### src/hw/rtl/imu_sample_frame_packer_assert.svh
// ----------------------------------------------------------------------------
// imu sample frame packer assertion macros
// concurrent checks, empty when synthesized
// ----------------------------------------------------------------------------
`ifndef IMU_SAMPLE_FRAME_PACKER_ASSERT_SVH
`define IMU_SAMPLE_FRAME_PACKER_ASSERT_SVH
`ifndef SYNTHESIS
`define ISFP_ASSERT(lbl, clk, rst_n, prop) \
    lbl: assert property (@(posedge clk) disable iff (!rst_n) prop) \
        else $error("isfp assertion failed");
`define ISFP_ASSERT_NEXT(lbl, clk, rst_n, ante, cons) \
    lbl: assert property (@(posedge clk) disable iff (!rst_n) (ante) |=> (cons)) \
        else $error("isfp assertion failed");
`else
`define ISFP_ASSERT(lbl, clk, rst_n, prop)
`define ISFP_ASSERT_NEXT(lbl, clk, rst_n, ante, cons)
`endif
`endif

### src/hw/rtl/isfp_pkg.sv
// ----------------------------------------------------------------------------
// isfp_pkg
// types, frame constants and crc-8 lookup tables for the frame packer
// ----------------------------------------------------------------------------
`default_nettype none

package isfp_pkg;

    localparam int FRAME_WORDS = 18;
    localparam int WORD_IDX_W  = $clog2(FRAME_WORDS);
    localparam logic [WORD_IDX_W-1:0] LAST_WORD_IDX = WORD_IDX_W'(FRAME_WORDS - 1);

    localparam logic [7:0]  SYNC_0   = 8'hA5;
    localparam logic [7:0]  SYNC_1   = 8'h5A;
    localparam logic [7:0]  SYNC_2   = 8'h00;
    localparam logic [7:0]  CMD_0    = 8'h10;
    localparam logic [7:0]  CMD_1    = 8'h40;
    localparam logic [7:0]  TAIL_CR  = 8'h0D;
    localparam logic [7:0]  TAIL_LF  = 8'h0A;
    localparam logic [7:0]  CRC_POLY = 8'h07;
    localparam logic [7:0]  CRC_TOP  = 8'h80;

    typedef struct packed {
        logic [63:0] timestamp_ms;
        logic [31:0] accel_x;
        logic [31:0] accel_y;
        logic [31:0] accel_z;
        logic [31:0] rate_x;
        logic [31:0] rate_y;
        logic [31:0] rate_z;
    } t_in_item;

    typedef struct packed {
        logic [31:0] frame_word;
        logic        last_word;
    } t_out_item;

    typedef struct packed {
        logic [7:0] frame_count;
        t_in_item   sample;
    } t_entry;

    typedef struct packed {
        logic full;
        logic empty;
    } t_q_status;

    typedef logic [255:0][7:0] t_crc_tab;

    // table of crc state after 8*nbytes shift steps from each start value
    function automatic t_crc_tab build_crc_tab(input int nbytes);
        t_crc_tab   tab;
        logic [7:0] acc;
        for (int v = 0; v < 256; v++) begin
            acc = 8'(v);
            for (int s = 0; s < 8 * nbytes; s++) begin
                if ((acc & CRC_TOP) != 8'h00) begin
                    acc = (acc << 1) ^ CRC_POLY;
                end else begin
                    acc = acc << 1;
                end
            end
            tab[v] = acc;
        end
        return tab;
    endfunction

    localparam t_crc_tab CRC_TAB_1 = build_crc_tab(1);
    localparam t_crc_tab CRC_TAB_2 = build_crc_tab(2);
    localparam t_crc_tab CRC_TAB_3 = build_crc_tab(3);
    localparam t_crc_tab CRC_TAB_4 = build_crc_tab(4);

endpackage

`default_nettype wire

### src/hw/rtl/imu_sample_frame_packer.sv
// ----------------------------------------------------------------------------
// imu_sample_frame_packer
// packs a six-axis imu sample into a 72-byte crc-8 frame sent as 18 words
// ----------------------------------------------------------------------------
// input channel: one beat is a timestamp plus three accel and three rate words
// output channel: 18 beats per sample, 32-bit little-endian frame words,
//   last_word high on the eighteenth beat
// each sample is stamped with an 8-bit frame counter, incremented before use
// a sample beat is written into the fifo, then its first word into the output register
// output: one beat per cycle while the receiver is ready and a sample is queued;
//   crc-8 is folded four bytes per word beat
// a fifo of QUEUE_DEPTH samples, the streaming one included, takes new samples while not full
// reset: frame counter cleared, fifo and output register emptied
// receiver stall: the output word holds, serialization pauses, and input
//   ready drops once the fifo is full
// ----------------------------------------------------------------------------
`default_nettype none

module imu_sample_frame_packer #(
    parameter int QUEUE_DEPTH = 2
) (
    input  wire                 i_clk,
    input  wire                 i_rst_n,
    input  wire                 i_in_valid,
    output logic                o_in_ready,
    input  isfp_pkg::t_in_item  i_in_data,
    output logic                o_out_valid,
    input  wire                 i_out_ready,
    output isfp_pkg::t_out_item o_out_data
);

    isfp_pkg::t_q_status w_status;
    isfp_pkg::t_entry    w_entry;
    isfp_pkg::t_entry    w_head;
    logic                w_push;
    logic                w_pop;

    isfp_front u_front (
        .i_clk      (i_clk),
        .i_rst_n    (i_rst_n),
        .i_in_valid (i_in_valid),
        .o_in_ready (o_in_ready),
        .i_in_data  (i_in_data),
        .i_status   (w_status),
        .o_push     (w_push),
        .o_entry    (w_entry)
    );

    isfp_queue #(
        .DEPTH (QUEUE_DEPTH)
    ) u_queue (
        .i_clk    (i_clk),
        .i_rst_n  (i_rst_n),
        .i_push   (w_push),
        .i_entry  (w_entry),
        .i_pop    (w_pop),
        .o_head   (w_head),
        .o_status (w_status)
    );

    isfp_back u_back (
        .i_clk       (i_clk),
        .i_rst_n     (i_rst_n),
        .i_head      (w_head),
        .i_status    (w_status),
        .o_pop       (w_pop),
        .o_out_valid (o_out_valid),
        .i_out_ready (i_out_ready),
        .o_out_data  (o_out_data)
    );

endmodule

`default_nettype wire

### src/hw/rtl/isfp_front.sv
// ----------------------------------------------------------------------------
// isfp_front
// accepts samples, stamps each with the incremented frame counter
// ----------------------------------------------------------------------------
`default_nettype none

module isfp_front (
    input  wire                 i_clk,
    input  wire                 i_rst_n,
    input  wire                 i_in_valid,
    output logic                o_in_ready,
    input  isfp_pkg::t_in_item  i_in_data,
    input  isfp_pkg::t_q_status i_status,
    output logic                o_push,
    output isfp_pkg::t_entry    o_entry
);

    logic [7:0] r_frame_count;
    logic [7:0] n_frame_count;

    assign o_in_ready            = !i_status.full;
    assign o_push                = i_in_valid && !i_status.full;
    assign n_frame_count         = r_frame_count + 8'd1;
    assign o_entry.frame_count   = n_frame_count;
    assign o_entry.sample        = i_in_data;

    always_ff @(posedge i_clk) begin
        if (!i_rst_n) begin
            r_frame_count <= 8'd0;
        end else if (o_push) begin
            r_frame_count <= n_frame_count;
        end
    end

endmodule

`default_nettype wire

### src/hw/rtl/isfp_queue.sv
// ----------------------------------------------------------------------------
// isfp_queue
// short fifo of stamped samples between front and back
// ----------------------------------------------------------------------------
`default_nettype none

module isfp_queue #(
    parameter int DEPTH = 2
) (
    input  wire                 i_clk,
    input  wire                 i_rst_n,
    input  wire                 i_push,
    input  isfp_pkg::t_entry    i_entry,
    input  wire                 i_pop,
    output isfp_pkg::t_entry    o_head,
    output isfp_pkg::t_q_status o_status
);

    localparam int PTR_W = (DEPTH > 1) ? $clog2(DEPTH) : 1;
    localparam int CNT_W = $clog2(DEPTH + 1);
    localparam logic [PTR_W-1:0] LAST_PTR = PTR_W'(DEPTH - 1);
    localparam logic [CNT_W-1:0] FULL_CNT = CNT_W'(DEPTH);

    isfp_pkg::t_entry   r_mem [DEPTH];
    logic [PTR_W-1:0]   r_wr_ptr;
    logic [PTR_W-1:0]   r_rd_ptr;
    logic [CNT_W-1:0]   r_count;
    logic [PTR_W-1:0]   n_wr_ptr;
    logic [PTR_W-1:0]   n_rd_ptr;
    logic [CNT_W-1:0]   n_count;

    assign o_head         = r_mem[r_rd_ptr];
    assign o_status.full  = (r_count == FULL_CNT);
    assign o_status.empty = (r_count == '0);

    always_comb begin
        n_wr_ptr = (r_wr_ptr == LAST_PTR) ? '0 : r_wr_ptr + 1'b1;
        n_rd_ptr = (r_rd_ptr == LAST_PTR) ? '0 : r_rd_ptr + 1'b1;
        case ({i_push, i_pop})
            2'b10:   n_count = r_count + 1'b1;
            2'b01:   n_count = r_count - 1'b1;
            default: n_count = r_count;
        endcase
    end

    always_ff @(posedge i_clk) begin
        if (i_push) begin
            r_mem[r_wr_ptr] <= i_entry;
        end
    end

    always_ff @(posedge i_clk) begin
        if (!i_rst_n) begin
            r_wr_ptr <= '0;
            r_rd_ptr <= '0;
            r_count  <= '0;
        end else begin
            if (i_push) begin
                r_wr_ptr <= n_wr_ptr;
            end
            if (i_pop) begin
                r_rd_ptr <= n_rd_ptr;
            end
            r_count <= n_count;
        end
    end

endmodule

`default_nettype wire

### src/hw/rtl/isfp_back.sv
// ----------------------------------------------------------------------------
// isfp_back
// serializes the head sample into 18 frame words, folding crc-8 per word
// ----------------------------------------------------------------------------
`default_nettype none

`include "imu_sample_frame_packer_assert.svh"

module isfp_back (
    input  wire                 i_clk,
    input  wire                 i_rst_n,
    input  isfp_pkg::t_entry    i_head,
    input  isfp_pkg::t_q_status i_status,
    output logic                o_pop,
    output logic                o_out_valid,
    input  wire                 i_out_ready,
    output isfp_pkg::t_out_item o_out_data
);

    logic [isfp_pkg::WORD_IDX_W-1:0] r_word_idx;
    logic [isfp_pkg::WORD_IDX_W-1:0] n_word_idx;
    logic [7:0]                      r_crc;
    logic [7:0]                      n_crc;
    logic                            r_out_valid;
    logic                            n_out_valid;
    isfp_pkg::t_out_item             r_out_data;
    isfp_pkg::t_out_item             n_out_data;
    logic                            w_load;
    logic                            w_is_last;
    logic [7:0]                      w_crc_base;
    logic [7:0]                      w_crc_byte;
    logic [31:0]                     w_word;

    function automatic logic [7:0] crc_fold(input logic [7:0] c, input logic [31:0] w);
        return isfp_pkg::CRC_TAB_4[c ^ w[7:0]] ^ isfp_pkg::CRC_TAB_3[w[15:8]]
             ^ isfp_pkg::CRC_TAB_2[w[23:16]] ^ isfp_pkg::CRC_TAB_1[w[31:24]];
    endfunction

    function automatic logic [31:0] build_word(
        input isfp_pkg::t_entry                e,
        input logic [isfp_pkg::WORD_IDX_W-1:0] idx,
        input logic [7:0]                      crc
    );
        logic [31:0] w;
        case (idx)
            5'd0: w = {isfp_pkg::CMD_0, isfp_pkg::SYNC_2, isfp_pkg::SYNC_1,
                       isfp_pkg::SYNC_0};
            5'd1: w = {e.sample.timestamp_ms[15:0], e.frame_count, isfp_pkg::CMD_1};
            5'd2: w = e.sample.timestamp_ms[47:16];
            5'd3: w = {e.sample.accel_x[15:0], e.sample.timestamp_ms[63:48]};
            5'd4: w = {e.sample.accel_y[15:0], e.sample.accel_x[31:16]};
            5'd5: w = {e.sample.accel_z[15:0], e.sample.accel_y[31:16]};
            5'd6: w = {e.sample.rate_x[15:0], e.sample.accel_z[31:16]};
            5'd7: w = {e.sample.rate_y[15:0], e.sample.rate_x[31:16]};
            5'd8: w = {e.sample.rate_z[15:0], e.sample.rate_y[31:16]};
            5'd9: w = {16'h0000, e.sample.rate_z[31:16]};
            isfp_pkg::LAST_WORD_IDX: w = {isfp_pkg::TAIL_LF, isfp_pkg::TAIL_CR, crc, 8'h00};
            default: w = 32'h0000_0000;
        endcase
        return w;
    endfunction

    // last word carries byte 68 (zero) before the crc, hence one extra byte step
    always_comb begin
        w_load     = !i_status.empty && (!r_out_valid || i_out_ready);
        w_is_last  = (r_word_idx == isfp_pkg::LAST_WORD_IDX);
        w_crc_base = (r_word_idx == '0) ? 8'h00 : r_crc;
        w_crc_byte = isfp_pkg::CRC_TAB_1[r_crc];
        w_word     = build_word(i_head, r_word_idx, w_crc_byte);
        n_crc      = crc_fold(w_crc_base, w_word);
        n_word_idx = w_is_last ? '0 : r_word_idx + 1'b1;
        n_out_data.frame_word = w_word;
        n_out_data.last_word  = w_is_last;
        if (w_load) begin
            n_out_valid = 1'b1;
        end else if (i_out_ready) begin
            n_out_valid = 1'b0;
        end else begin
            n_out_valid = r_out_valid;
        end
    end

    assign o_pop       = w_load && w_is_last;
    assign o_out_valid = r_out_valid;
    assign o_out_data  = r_out_data;

    always_ff @(posedge i_clk) begin
        if (!i_rst_n) begin
            r_word_idx  <= '0;
            r_out_valid <= 1'b0;
        end else begin
            r_out_valid <= n_out_valid;
            if (w_load) begin
                r_word_idx <= n_word_idx;
            end
        end
    end

    always_ff @(posedge i_clk) begin
        if (w_load) begin
            r_crc      <= n_crc;
            r_out_data <= n_out_data;
        end
    end

    `ISFP_ASSERT(a_idx_range, i_clk, i_rst_n, r_word_idx <= isfp_pkg::LAST_WORD_IDX)
    `ISFP_ASSERT(a_head_held, i_clk, i_rst_n, (r_word_idx != '0) |-> !i_status.empty)
    `ISFP_ASSERT_NEXT(a_last_wraps, i_clk, i_rst_n, w_load && w_is_last, r_word_idx == '0 && r_out_valid && r_out_data.last_word)
    `ISFP_ASSERT(a_tail_bytes, i_clk, i_rst_n, (r_out_valid && r_out_data.last_word) |-> r_out_data.frame_word[31:16] == {isfp_pkg::TAIL_LF, isfp_pkg::TAIL_CR})

endmodule

`default_nettype wire
### config.mk
export PLATFORM = sky130hd
export DESIGN_NAME = imu_sample_frame_packer
export DESIGN_NICKNAME = d
export VERILOG_FILES = /design/src/hw/rtl/isfp_pkg.sv /design/src/hw/rtl/imu_sample_frame_packer.sv /design/src/hw/rtl/isfp_front.sv /design/src/hw/rtl/isfp_queue.sv /design/src/hw/rtl/isfp_back.sv
export VERILOG_INCLUDE_DIRS = /design/src /design/src/hw/rtl
export SDC_FILE = /design/constraint.sdc
export NUM_CORES = 1
export LEC_CHECK = 0
export CELL_PAD_IN_SITES_DETAIL_PLACEMENT = 0
export CELL_PAD_IN_SITES_GLOBAL_PLACEMENT = 1
export CORE_ASPECT_RATIO = 1.75
export CORE_MARGIN = 4
export CORE_UTILIZATION = 40
export CTS_CLUSTER_SIZE = 10
export DETAILED_ROUTE_END_ITERATION = 8
export DONT_BUFFER_PORTS = 1
export HOLD_SLACK_MARGIN = 0.08
export PLACE_DENSITY_LB_ADDON = 0.15
export SLEW_MARGIN = 20
export SYNTH_ARGS = -nofsm -noshare
export SYNTH_HDL_FRONTEND = slang
export SYNTH_SLANG_ARGS = --single-unit
### constraint.sdc
create_clock -name i_clk -period 28.6 [get_ports i_clk]
set_input_delay 5.72 -clock i_clk [delete_from_list [all_inputs] [get_ports i_clk]]
set_output_delay 5.72 -clock i_clk [all_outputs]
set_load 0.01 [all_outputs]
==> results.toml, run 1 <==
[finish]
nFillCells = 5522
nets = 1812
post-route-util_pct = 44.62
drive_above_1_share_pct = 12.21
multi_input_area_mm2 = 0.006828
layout.area.seq_mm2 = 0.01763
syn2layout_area_growth_pct = 10.63

[sta]
fin_crit_sh_pct = 30.00
slew_violations = 0
rsz0062_at_grt = "false"
relSlewSlack_pct = 22.18
max_freq_mhz = 116.5
period_needed_ps = 8581
setup_tns_ps = 0
tightestPinTransition_ps = 1167
finClkSkew_ps = 19.76
hold_slack_ps = 494.4
setup_viol = 0
hold_violations = 0

[yosys]
synth-seq-area-share_pct = 70.23
async_flop_share_pct = 0
synth_compound_area_share_pct = 6.506
ys_ff_latch = 596
synth_fa_ha_area_share_pct = 0.9971
synthSimpleGateAreaFrac_pct = 5.643
yosys_most_used_dff = "edfxtp_1"
ys_warn_count = 0
syn_avg_cell_area_um2 = 16.67
synth_cells = 1506
synth.area.mux_share_pct = 9.437
ys_top_cells_by_area = "edfxtp_1 (68%), mux2i_1 (8.3%), dfxtp_1 (2.2%)"
synth_cell_type_count = 94
synth_top_family_by_area = "multiplexers"
synth_top_cell_by_area = "edfxtp_1"
synthesis.area_mm2 = 0.02510
synth_top_area_share_pct = 68.08
synthXorXnorAreaFrac_pct = 4.173
synth_edf_count = 569
syn-num-nets = 1786

[clock_tree]
ctsRootBufferMaster = "clkbuf_16"
htreeDepth = 3
cts_tree = "yes"
clk_path_buf_depth = 3
clock_latency_ps = 610
path_clk_slew_ps = 60
cts_hold_buf = 0
cts_repair_resize_count = 0
cts_made_buffers = 69
post_cts_buffers = 0
cts_sinks = 596

[global_route]
overflow = 0
grt_pass1_vias = 13920
grt_pass1_wl_mm = 98.26
grt_usage_pct = 20.59
antenna_found_initial = 4
grt_max_degree = 156

[power]
power.density_mw_per_mm2 = 86.61
irDropWorstVdd_uv = 64.89
static-leakage-power_nw = 8.853
power_mw = 2.405

[detailed_routing]
drt.antenna.violating_nets = 0
via_count = 13040
wire_per_inst_um = 29.53
vias_per_cell = 5.522
firstDrtPassIters = 6
drtIter0Drc = 745
drc_errors = 0
drt-total-wl_mm = 69.71

[die]
io_pins = 295
die_w_um = 197.4
core.rowCount = 121
start_util_pct = 40.34
design.core.area_mm2 = 0.06222
die-area_mm2 = 0.06697
die_y_um = 339.4

[worst_hold_path]
min_to = "u_front.r_frame_count[1]$_SDFFE_PN0P_"
hp-start = "u_front.r_frame_count[1]$_SDFFE_PN0P_"
hold_depth = 2
hp-class = "reg -> reg"

[setup_path]
end_kind = "flip-flop"
required_ps = 28810
worst_path_dominant_cell_family = "buffers and inverters"
critPathBufInv = 3
worst_ep_arrival_time_ps = 8790
slowest_delay_ps = 790
r2r_cells = 17
r2r_slack_ps = 22380
crit_path_top_delay_cell = "nor2_4"
crit_fanout = 155
start_kind = "primary input"
r2r-end = "u_back.w_crc_byte[2]$_DFF_P_"
worst-setup-path-type = "in -> reg"
path_cells = "and2_1, inv_1, nor2_4, buf_6, buf_12"

[job]
maxCapViolations = 0

[place]
place.gp.congestion = 0.8729
io_buffers = 0
dp_hpwl_mm = 48.02

[run_status]
outcome = "complete, no violations"
-- power breakdown --
part | switching [mW] | internal, mW | leakage [nW]
Clock | 0.322 | 0.443 | 0.911
Combinational | 0.305 | 0.243 | 2.39
Sequential | 0.0313 | 1.06 | 5.56
-- registers in the layout, summed over array words and instances (netlist names), named ones only --
register / cells
u_back.r_word_idx: 5
u_queue.r_rd_ptr: 1
u_back.o_out_data: 33
u_front.r_frame_count: 8
u_back.o_out_valid: 1
u_back.w_crc_byte: 8
u_queue.r_wr_ptr: 1
u_queue.r_count: 2
u_queue.r_mem: 528
u_back.r_crc: 8
-- how the worst max path moves through the flow --
stage                           from                               to  depth (start not counted)
final                     i_in_valid  u_queue.r_mem[0][120]$_DFFE_PP_                          5
after CTS                 i_in_valid   u_queue.r_mem[0][39]$_DFFE_PP_                          5
after detailed placement  i_in_valid  u_queue.r_mem[0][135]$_DFFE_PP_                          5
after floorplan           i_in_valid    u_queue.r_wr_ptr$_SDFFE_PN0P_                          5
after global routing      i_in_valid   u_queue.r_mem[0][13]$_DFFE_PP_                          5
after global placement    i_in_valid   u_queue.r_mem[0][39]$_DFFE_PP_                          5
-- final cells by class --
class	instances	area share, %
Clock inverter	5	0.1848
Antenna cell	6	0.05407
Clock buffer	90	6.579
Timing Repair Buffer	34	0.9778
Multi-Input combinational cell	793	24.59
Tap cell	799	3.600
Sequential cell	596	63.50
Inverter	38	0.5182
-- worst register-to-register path: stages, from the launching register on --
cell	delay (ps)
dfxtp_4	720
buf_4	800
buf_4	790
mux2i_1	400
o22ai_1	120
nor4_1	420
and2_1	570
inv_1	310
and3_1	280
o211ai_1	170
o2111ai_1	150
a32o_1	300
xnor2_1	170
a21oi_1	200
inv_1	90
ha_1	290
xnor2_1	240
xnor2_1	140
-- metal layers --
layer | part of all wire (%) | track usage, % | up-vias
met1 | 34 | 21.42 | 6537
met2 | 52 | 36.29 | 414
met4 | 4.4 | 8.919 | 0
met5 | 0 | 0 | -
met3 | 9.3 | 8.291 | 134
li1 | - | - | 5953
-- Yosys cell counts (5+ instances only) --
library cell / instances
a22oi_1: 5
o21ai_0: 26
buf_4: 12
nand3_1: 13
or2_2: 5
xor2_1: 19
o21a_1: 6
and2_1: 15
ha_1: 20
a21oi_1: 24
nand4_1: 6
xnor2_1: 51
o22ai_1: 79
a221oi_1: 21
nor3_1: 16
mux2_2: 21
nand2_1: 45
dfxtp_1: 27
clkbuf_1: 11
xnor3_1: 15
buf_6: 29
nor4_1: 8
edfxtp_1: 569
nor2_1: 52
and3_1: 8
mux2i_1: 208
nand2b_1: 5
buf_2: 25
o22a_1: 9
or3_1: 5
nor4_4: 6
inv_1: 36
-- placed cells by master (no fill, tap or decap), types with 4 or more instances in the layout --
| master | Yosys | layout |
|---|---|---|
| o21ai_0 | 26 | 26 |
| nand4_1 | 6 | 6 |
| nand2_1 | 45 | 45 |
| a222oi_1 | 4 | 4 |
| ha_1 | 20 | 20 |
| nor2_1 | 52 | 51 |
| dfxtp_1 | 27 | 26 |
| and3_1 | 8 | 7 |
| nor4bb_4 | 2 | 4 |
| nor4_4 | 6 | 6 |
| or2_2 | 5 | 5 |
| mux2_2 | 21 | 21 |
| buf_4 | 12 | 32 |
| xnor2_1 | 51 | 51 |
| nor3_1 | 16 | 16 |
| a221oi_1 | 21 | 21 |
| a21oi_1 | 24 | 24 |
| o221ai_1 | 4 | 4 |
| nor4_1 | 8 | 7 |
| o21a_1 | 6 | 6 |
| inv_6 | 0 | 4 |
| o22ai_1 | 79 | 79 |
| mux2i_1 | 208 | 208 |
| nand4bb_4 | 1 | 4 |
| or3_1 | 5 | 5 |
| nand2b_1 | 5 | 5 |
| a22oi_1 | 5 | 5 |
| xnor3_1 | 15 | 15 |
| xor2_1 | 19 | 19 |
| o22a_1 | 9 | 9 |
| and2_1 | 15 | 15 |
| inv_1 | 36 | 36 |
| clkbuf_1 | 11 | 20 |
| edfxtp_1 | 569 | 569 |
| nand3_1 | 13 | 13 |
| diode_2 | 0 | 6 |
| clkbuf_16 | 0 | 70 |
| or4b_2 | 1 | 4 |
-- cell families after synthesis --
kind of cell / count (synthesis)
mux: 232
flops: 596
xor+xnor: 90
compound gates: 227
simple gates: 224
fa+ha+maj: 20
buf+inv: 117
-- through the flow --
stage                     setup WS (ps)  instance area (um2)  std cells
final                             20020                27770       2361
after global routing              19800                27760       2357
after CTS                         19780                27750       2355
after detailed placement          19140                25870       2260
after global placement            19220                25870       2260
after floorplan                   10490                25100       1506
(Power assumes the default switching activity.)
==> run 2: changes to the inputs <==
==> constraint.sdc (replaced) <==
create_clock -name i_clk -period 7.7 [get_ports i_clk]
set_input_delay 1.54 -clock i_clk [delete_from_list [all_inputs] [get_ports i_clk]]
set_output_delay 1.54 -clock i_clk [all_outputs]
set_load 0.01 [all_outputs]
==> run 2 against run 1 <==
Effect of this change: power grew to 3.8 times the previous value; global-route usage increased by 0.074 points; sequential share of layout area fell by 0.18 points; die area unchanged; worst hold slack got worse by 3.8 ps; critical endpoint is now u_back.w_crc_byte[2]$_DFF_P_.
==> results.toml, run 2 (synthesis gave the netlist of run 1 again) <==
[sta]
max_freq_mhz = 166.7
hold_violations = 0
finClkSkew_ps = 16.51
tightestPinTransition_ps = 1193
hold_slack_ps = 490.6
period_needed_ps = 5997
relSlewSlack_pct = 20.47
setup_tns_ps = 0
fin_crit_sh_pct = 77.89
slew_violations = 0
setup_viol = 0
rsz0062_at_grt = "false"

[finish]
largest_reg_flops = 528
top_register = "u_queue.r_mem"
syn2layout_area_growth_pct = 10.95
nets = 1806
layout.area.seq_mm2 = 0.01763
multi_input_area_mm2 = 0.006813
final_area_mm2 = 0.02785
layout_common_cells = "edfxtp_1 (569), mux2i_1 (208), o22ai_1 (79)"
final_common_cell = "edfxtp_1"
post-route-util_pct = 44.75
nFillCells = 5445
drive_above_1_share_pct = 11.81

[setup_path]
r2r_cells = 16
required_ps = 8180
worst_ep_arrival_time_ps = 6480
r2r-end = "u_back.w_crc_byte[2]$_DFF_P_"
end_kind = "flip-flop"
worst-setup-path-type = "reg -> reg"
start_kind = "flip-flop"
r2r-start = "u_back.r_word_idx[4]$_SDFFE_PN0P_"
r2r_slack_ps = 1700
crit_fanout = 23

[power]
clkPwrFrac_pct = 32.5
p_switching_mw = 2.516
power.density_mw_per_mm2 = 325.0
power_frac_seq_pct = 45.0
intPower_mw = 6.533
irDropWorstVdd_uv = 226.9
comb_power_share_pct = 22.5
static-leakage-power_nw = 8.856
power_mw = 9.049
p_sw_share_pct = 27.81

[place]
io_buffers = 0
place_area_mm2 = 0.02585
dp_hpwl_mm = 49.20
place.gp.congestion = 0.8743

[global_route]
antenna_found_initial = 3
grt_pass1_wl_mm = 98.41
grt_max_degree = 155
grt_pass1_vias = 13750
overflow = 0
grt_usage_pct = 20.66

[detailed_routing]
wire_per_inst_um = 29.98
drtIter0Drc = 667
drc_errors = 0
vias_per_cell = 5.521
via_count = 13080
drt.antenna.violating_nets = 0
firstDrtPassIters = 5
drt-total-wl_mm = 71.02

[clock_tree]
post_cts_buffers = 0
clk_path_buf_depth = 3
htreeDepth = 3
clock_latency_ps = 610
cts_sinks = 596
ctsRootBufferMaster = "clkbuf_16"
path_clk_slew_ps = 60
cts_hold_buf = 0
cts_repair_resize_count = 0
cts_made_buffers = 70
cts_tree = "yes"

[worst_hold_path]
min_to = "u_front.r_frame_count[1]$_SDFFE_PN0P_"
hold_depth = 2
hp-start = "u_front.r_frame_count[1]$_SDFFE_PN0P_"
hp-class = "reg -> reg"

[run_status]
outcome = "complete, no violations"

[die]
die_w_um = 197.4
die_y_um = 339.4
io_pins = 295
die-area_mm2 = 0.06697
design.core.area_mm2 = 0.06222
start_util_pct = 40.34
core.rowCount = 121

[job]
maxCapViolations = 0
## run 2: worst max-delay path by stage
| stage | from | end | cells after the start |
|---|---|---|---|
| 3_5_place_dp | u_back.r_word_idx[4]$_SDFFE_PN0P_ | u_back.w_crc_byte[2]$_DFF_P_ | 16 |
| 2_1_floorplan | i_in_valid | u_queue.r_mem[0][0]$_DFFE_PP_ | 4 |
| 5_1_grt | u_back.r_word_idx[4]$_SDFFE_PN0P_ | u_back.w_crc_byte[2]$_DFF_P_ | 16 |
| 4_1_cts | u_back.r_word_idx[4]$_SDFFE_PN0P_ | u_back.w_crc_byte[2]$_DFF_P_ | 16 |
| 6_report | u_back.r_word_idx[4]$_SDFFE_PN0P_ | u_back.w_crc_byte[2]$_DFF_P_ | 16 |
| 3_3_place_gp | u_back.r_word_idx[4]$_SDFFE_PN0P_ | u_back.w_crc_byte[2]$_DFF_P_ | 16 |
## run 2: cell type report
cell class | instances | share of cell area (%)
Timing Repair Buffer | 27 | 0.9526
Tap cell | 799 | 3.590
Antenna cell | 4 | 0.03595
Inverter | 38 | 0.5167
Clock inverter | 8 | 0.3730
Multi-Input combinational cell | 793 | 24.47
Sequential cell | 596 | 63.32
Clock buffer | 104 | 6.749
## run 2: critical path: stages (launching register included)
cell and delay [ps]:
dfxtp_1 980, or4b_2 710, buf_4 380, o22ai_1 140
nor4_1 700, o211a_1 370, inv_1 100, xnor2_1 350
xnor3_1 490, xnor2_1 240, xnor2_1 220, xnor2_1 170
a21oi_1 220, inv_1 90, ha_1 290, xnor2_1 290
xnor2_1 100
## run 2: through the flow
stage | setup WS (ps) | std cells
floorplan | 1293 | 1506
global placement | 1634 | 2253
detailed placement | 1532 | 2253
CTS | 1494 | 2365
global route | 1286 | 2369
finish | 1703 | 2369
## run 2: power groups by stage
| stage | Combinational (mW) | Clock, mW | Sequential, mW |
|---|---|---|---|
| after floorplan | 1.55 | 0 | 4.10 |
| after global placement | 2.01 | 0 | 4.13 |
| after detailed placement | 2.02 | 0 | 4.14 |
| after CTS | 2.04 | 3.05 | 4.07 |
| after global routing | 2.19 | 3.17 | 4.09 |
| final | 2.03 | 2.94 | 4.07 |
## run 2: layer usage
metal / wire length (um) / track usage (%) / vias up
li1: - / - / 5958
met1: 24550 / 21.74 / 6585
met2: 37850 / 37.21 / 429
met3: 6225 / 7.676 / 108
met4: 2389 / 7.762 / 0
met5: 0 / 0 / -
